### src/rtl/core/twqs_pkg.sv
// ----------------------------------------------------------------------------
// twqs_pkg
// Shared constants and types for the three-way quicksort engine.
// ----------------------------------------------------------------------------
package twqs_pkg;
    localparam int Capacity   = 1024;
    localparam int AddrBits   = $clog2(Capacity);
    localparam int CountBits  = AddrBits + 1;
    localparam int ValueBits  = 32;
    localparam int CutBits    = 11;
    localparam int StackDepth = 64;
    localparam int StackBits  = $clog2(StackDepth);
    localparam int LvlBits    = StackBits + 1;

    typedef logic [ValueBits-1:0] t_value;
    typedef logic [CountBits-1:0] t_count;

    // memory port requests from the sequencer
    typedef struct packed {
        logic   rd_en;
        t_count rd_addr;
        logic   wr_en;
        t_count wr_addr;
        t_value wr_data;
    } t_mem_req;
endpackage

### src/rtl/core/twqs_stack.sv
// ----------------------------------------------------------------------------
// twqs_stack
// Range stack: lo/hi pairs, push and pop, registered read of the top.
// ----------------------------------------------------------------------------
module twqs_stack (
    input  logic                              i_clk,
    input  logic                              i_wr_en,
    input  logic [twqs_pkg::StackBits-1:0]    i_wr_addr,
    input  logic [2*twqs_pkg::CountBits-1:0]  i_wr_data,
    input  logic [twqs_pkg::StackBits-1:0]    i_rd_addr,
    output logic [2*twqs_pkg::CountBits-1:0]  o_rd_data
);
    import twqs_pkg::*;

    logic [2*CountBits-1:0] r_mem [StackDepth];
    logic [2*CountBits-1:0] r_rd;

    always_ff @(posedge i_clk) begin
        if (i_wr_en) begin
            r_mem[i_wr_addr] <= i_wr_data;
        end
        r_rd <= r_mem[i_rd_addr];
    end

    assign o_rd_data = r_rd;
endmodule

### config.mk
export PLATFORM = sky130hd
export DESIGN_NAME = twqs_stack
export DESIGN_NICKNAME = d
export VERILOG_FILES = /design/src/rtl/core/twqs_pkg.sv /design/src/rtl/core/twqs_stack.sv
export SDC_FILE = /design/constraint.sdc
export NUM_CORES = 1
export LEC_CHECK = 0
export BUFFER_PORTS_ARGS = -buffer_cell sky130_fd_sc_hd__clkbuf_2
export CAP_MARGIN = 30
export CORE_ASPECT_RATIO = 0.5
export CORE_MARGIN = 2
export CORE_UTILIZATION = 30
export CTS_BUF_LIST = sky130_fd_sc_hd__clkbuf_8
export DETAILED_ROUTE_END_ITERATION = 8
export SYNTH_ARGS = -nofsm -noshare
export SYNTH_HDL_FRONTEND = slang
export SYNTH_SLANG_ARGS = --single-unit
### constraint.sdc
create_clock -name i_clk -period 7.6 [get_ports i_clk]
set_input_delay 0.76 -clock i_clk [delete_from_list [all_inputs] [get_ports i_clk]]
set_output_delay 0.76 -clock i_clk [all_outputs]
set_load 0.1 [all_outputs]
Yosys cells after proc, flatten, opt, wreduce, memory -nomap -nowiden
Memory sizes are Yosys's and may differ from the RTL's. A register that Yosys moved wholly into a read port is not among the register bits.
Index checks and enable logic that the tools add are counted.

word-level totals
  bits in registers = 0
  memory bits (writable) = 1408
  word-level logic and storage cells = 3
  memories kept = 1

cells by class
  muxes and demuxes = 2

memories
  name   words  bits a word  rd ports  clocked after memory_dff  write ports  RTL line          RTL
  r_mem  64     22           1         1                         1            twqs_stack.sv:15  logic [2*CountBits-1:0] r_mem [StackDepth];

operators by type and width
  kind    number
  $mux 1  2

Logic depth before layout (Yosys ltp)
  depth after elaboration = 2
  depth in mapped cells = 9

Worst setup path before layout
Ideal clock, no wire load.

  path type = in2reg
  start = input port i_wr_addr[3] (netlist bit)
  end = memory r_mem[48][0] (netlist bit), enable pin
  library setup time = 429 ps
  data arrival time = 2819 ps
  path slack = 4352 ps
  stages on the path = 4
  path buffers = 1
  path through = clkbuf_1 > nor2b_1 > nand4b_1 > nor3_1

RTL lines
  what             RTL line          RTL
  start, declared  twqs_stack.sv:8   input logic [twqs_pkg::StackBits-1:0] i_wr_addr,
  end, declared    twqs_stack.sv:15

Straight into the memory's write port.

==> flow_summary.json <==
{
  "cts_buffer_depth": 3,
  "cts_setup_buffers": 0,
  "pwr-share-clk_pct": 37.6,
  "p_switching_mw": 3.60,
  "holdBufCountCts": 0,
  "cts_made_buffers": 216,
  "crit_family": "buffers and inverters",
  "timing.rr.end": "o_rd_data[20]",
  "netlist_instances": 2349,
  "drc": 0,
  "die_h_um": 305,
  "detail_route.iter0.violations": 2972,
  "multiInputGateArea_um2": 11100,
  "drv_cap": 0,
  "grt_max_degree": 136,
  "hold_class": "in2reg",
  "dieArea_um2": 184000,
  "regToRegStartpoint": "r_mem[8][20]",
  "synthArstFlopShare_pct": 0,
  "grt.total_usage_pct": 14.7,
  "syn_nets": 2385,
  "synth.distinct_cells": 38,
  "rows": 110,
  "synth_edf_count": 1408,
  "grt_pass1_wl_mm": 195,
  "place_hpwl_mm": 75.8,
  "setup_viol": 0,
  "min_path_cells": 3,
  "path_buf_inv": 2,
  "ff_latch_area_um2": 42700,
  "cts_resized": 0,
  "path_cells": "buf_8, buf_4, mux4_2, mux4_2, o221ai_1, o21ai_0",
  "layout_commonest_cell": "edfxtp_1",
  "synth_area_um2": 54300,
  "tritoncts": "done",
  "cts.clk_slew.worst_paths_ns": 0.06,
  "syn_avg_cell_area_um2": 23.1,
  "vias": 26000,
  "fin_setup_tns_ns": 0,
  "wirelength_mm": 136,
  "critical_path.slowest_cell": "buf_4",
  "hold_viol": 0,
  "p_seq_share_pct": 56.5,
  "slew_violations": 0,
  "rsz0062_at_grt": "no",
  "fin_cells": 5192,
  "crit_path_end_kind": "flop",
  "min_period_over_period_pct": 41.5,
  "cts_sinks": 1430,
  "num-fill-cells": 16600,
  "dp_cells": 4788,
  "syn2layout_area_growth_pct": 14.8,
  "cts.htree.levels": 4,
  "finalHoldWorstSlack_ns": 0.368,
  "post-route-min-period_ns": 3.15,
  "cpMostUsedCell": "mux4_2",
  "drive_gt1_share_pct": 31.9,
  "vdd_ir_drop_max_v": 0.000189,
  "max_stage_delay_ns": 0.74,
  "path_max_fanout": 58,
  "fp.coreArea_um2": 180000,
  "ff2ff_path_depth": 4,
  "skew_ns": 0.0335,
  "pwr-share-comb_pct": 5.9,
  "overflow": 0,
  "tightest_slew_ns": 1.01,
  "ys_seq_elements": 1430,
  "initial_utilization_pct": 30.2,
  "ctsRootBufferMaster": "clkbuf_8",
  "arrival_ns": 3.91,
  "holdPathEnd": "o_rd_data[8]",
  "die_w_um": 605,
  "r2r_setup_slack_ns": 5.13,
  "required_ns": 8.36,
  "antenna_left": 0,
  "final_nets": 2636,
  "start_kind": "primary input",
  "portBuffers": 57,
  "yosys_warnings": 0,
  "worst-path-stages": 6,
  "criticalPathCategory": "in2reg",
  "clk_latency_ns": 0.92,
  "outcome": "completed",
  "power.internal_mw": 11.9,
  "via_per_inst": 5.00,
  "synthFlopType": "edfxtp_1",
  "grt_pass1_vias": 26700,
  "worstHoldStart": "i_rd_addr[5]",
  "slew_headroom_pct": 32.6,
  "gp_congestion": 0.814,
  "swShare_pct": 23.2,
  "wl_per_cell_um": 26.2,
  "leakagePower_nw": 19.4,
  "antenna_found_initial": 9,
  "synth_seq_area_share_pct": 78.7,
  "firstDrtPassIters": 6,
  "fmax_mhz": 317,
  "p_per_area_nw_per_um2": 249,
  "final_cell_mix": "1408 x edfxtp_1, 352 x mux4_2, 238 x clkbuf_8, 92 x buf_4, 75 x inv_1",
  "io_pins": 58
}
## per-layer routing
metal | global-route usage (%) | part of all wire [%] | wire (um) | up-vias
li1 | - | - | - | 10600
met1 | 20.3 | 42 | 57600 | 14100
met2 | 23.4 | 48 | 65500 | 1080
met3 | 2.81 | 7.1 | 9670 | 177
met4 | 4.82 | 2.3 | 3170 | 2
met5 | 0 | 0.0051 | 7 | -
## registers in the layout (all words and copies together), names as in the netlist
signal and cells:
o_rd_data 22, r_mem 1408
## final cells by class
type | instances | area share (%)
Clock inverter | 160 | 1.19
Antenna cell | 4 | 0.0161
Multi-Input combinational cell | 785 | 17.9
Sequential cell | 1430 | 68.6
Tap cell | 2408 | 4.84
Clock buffer | 238 | 5.26
Timing Repair Buffer | 167 | 2.25
## through the flow
step | util, % | area (um^2) | power, mW | setup WS (ns)
6_report | 34.7 | 62300 | 15.5 | 4.45
5_1_grt | 34.7 | 62300 | 16.0 | 4.32
4_1_cts | 34.6 | 62200 | 15.7 | 4.46
3_5_place_dp | 32.4 | 58200 | 9.87 | 3.50
3_3_place_gp | 32.2 | 57900 | 9.85 | 3.29
2_1_floorplan | - | 54300 | 9.46 | 4.35
## tightest hold or removal path: stages
cell and delay [ns]:
clkbuf_2 0.08, buf_4 0.23, o21ai_1 0.16
## power groups by stage
| stage | Sequential (mW) | Combinational [mW] | Clock [mW] |
|---|---|---|---|
| 6_report | 8.78 | 0.917 | 5.84 |
| 5_1_grt | 8.78 | 0.966 | 6.29 |
| 4_1_cts | 8.78 | 0.926 | 5.95 |
| 3_5_place_dp | 8.95 | 0.925 | 0 |
| 3_3_place_gp | 8.94 | 0.905 | 0 |
| 2_1_floorplan | 9.03 | 0.427 | 0 |
## Yosys cell counts, drive strengths merged, types with 2 or more instances
master  count  area (um^2)
mux2       12          135
nor2       82          308
mux2i      70          701
a21oi      19         95.1
edfxtp   1408        42300
a22o       22          193
nand4       2         12.5
and3        4         25.0
and2        4         25.0
a211oi     13         97.6
buf        77          465
nand3b      7         52.6
nor3        6         30.0
or3         2         12.5
a211o       6         52.6
mux4      352         7930
dfxtp      22          440
o21ai      23          115
nor2b      12         75.1
nand2      21         78.8
a221oi     20          175
or3b        2         17.5
a22oi      44          330
o32ai       4         35.0
o221ai     13          114
clkbuf     57          215
a31oi       3         18.8
nand3      27          135
nand2b      4         25.0
o22ai       8         50.1
## worst max path at each step
stage                 startpoint  slack, ns            end
finish              i_rd_addr[1]       4.45  o_rd_data[20]
global route        i_rd_addr[0]       4.32   o_rd_data[9]
CTS                 i_rd_addr[0]       4.46   o_rd_data[9]
detailed placement  i_rd_addr[0]       3.50   o_rd_data[9]
global placement    i_rd_addr[0]       3.29  o_rd_data[13]
floorplan           i_wr_addr[3]       4.35   r_mem[48][0]
## logic make-up (layout without fill, tap and decap cells)
group / count (synthesis) / after routing / synth area share, %
AO/OA/AOI/OAI: 176 / 176 / 2.37
flip-flops: 1430 / 1430 / 78.7
multiplexers: 434 / 434 / 16.2
other: 0 / 4 / 0
AND/OR/NAND/NOR: 175 / 175 / 1.50
buffers and inverters: 134 / 565 / 1.25
Power figures use the tool's default switching activity.
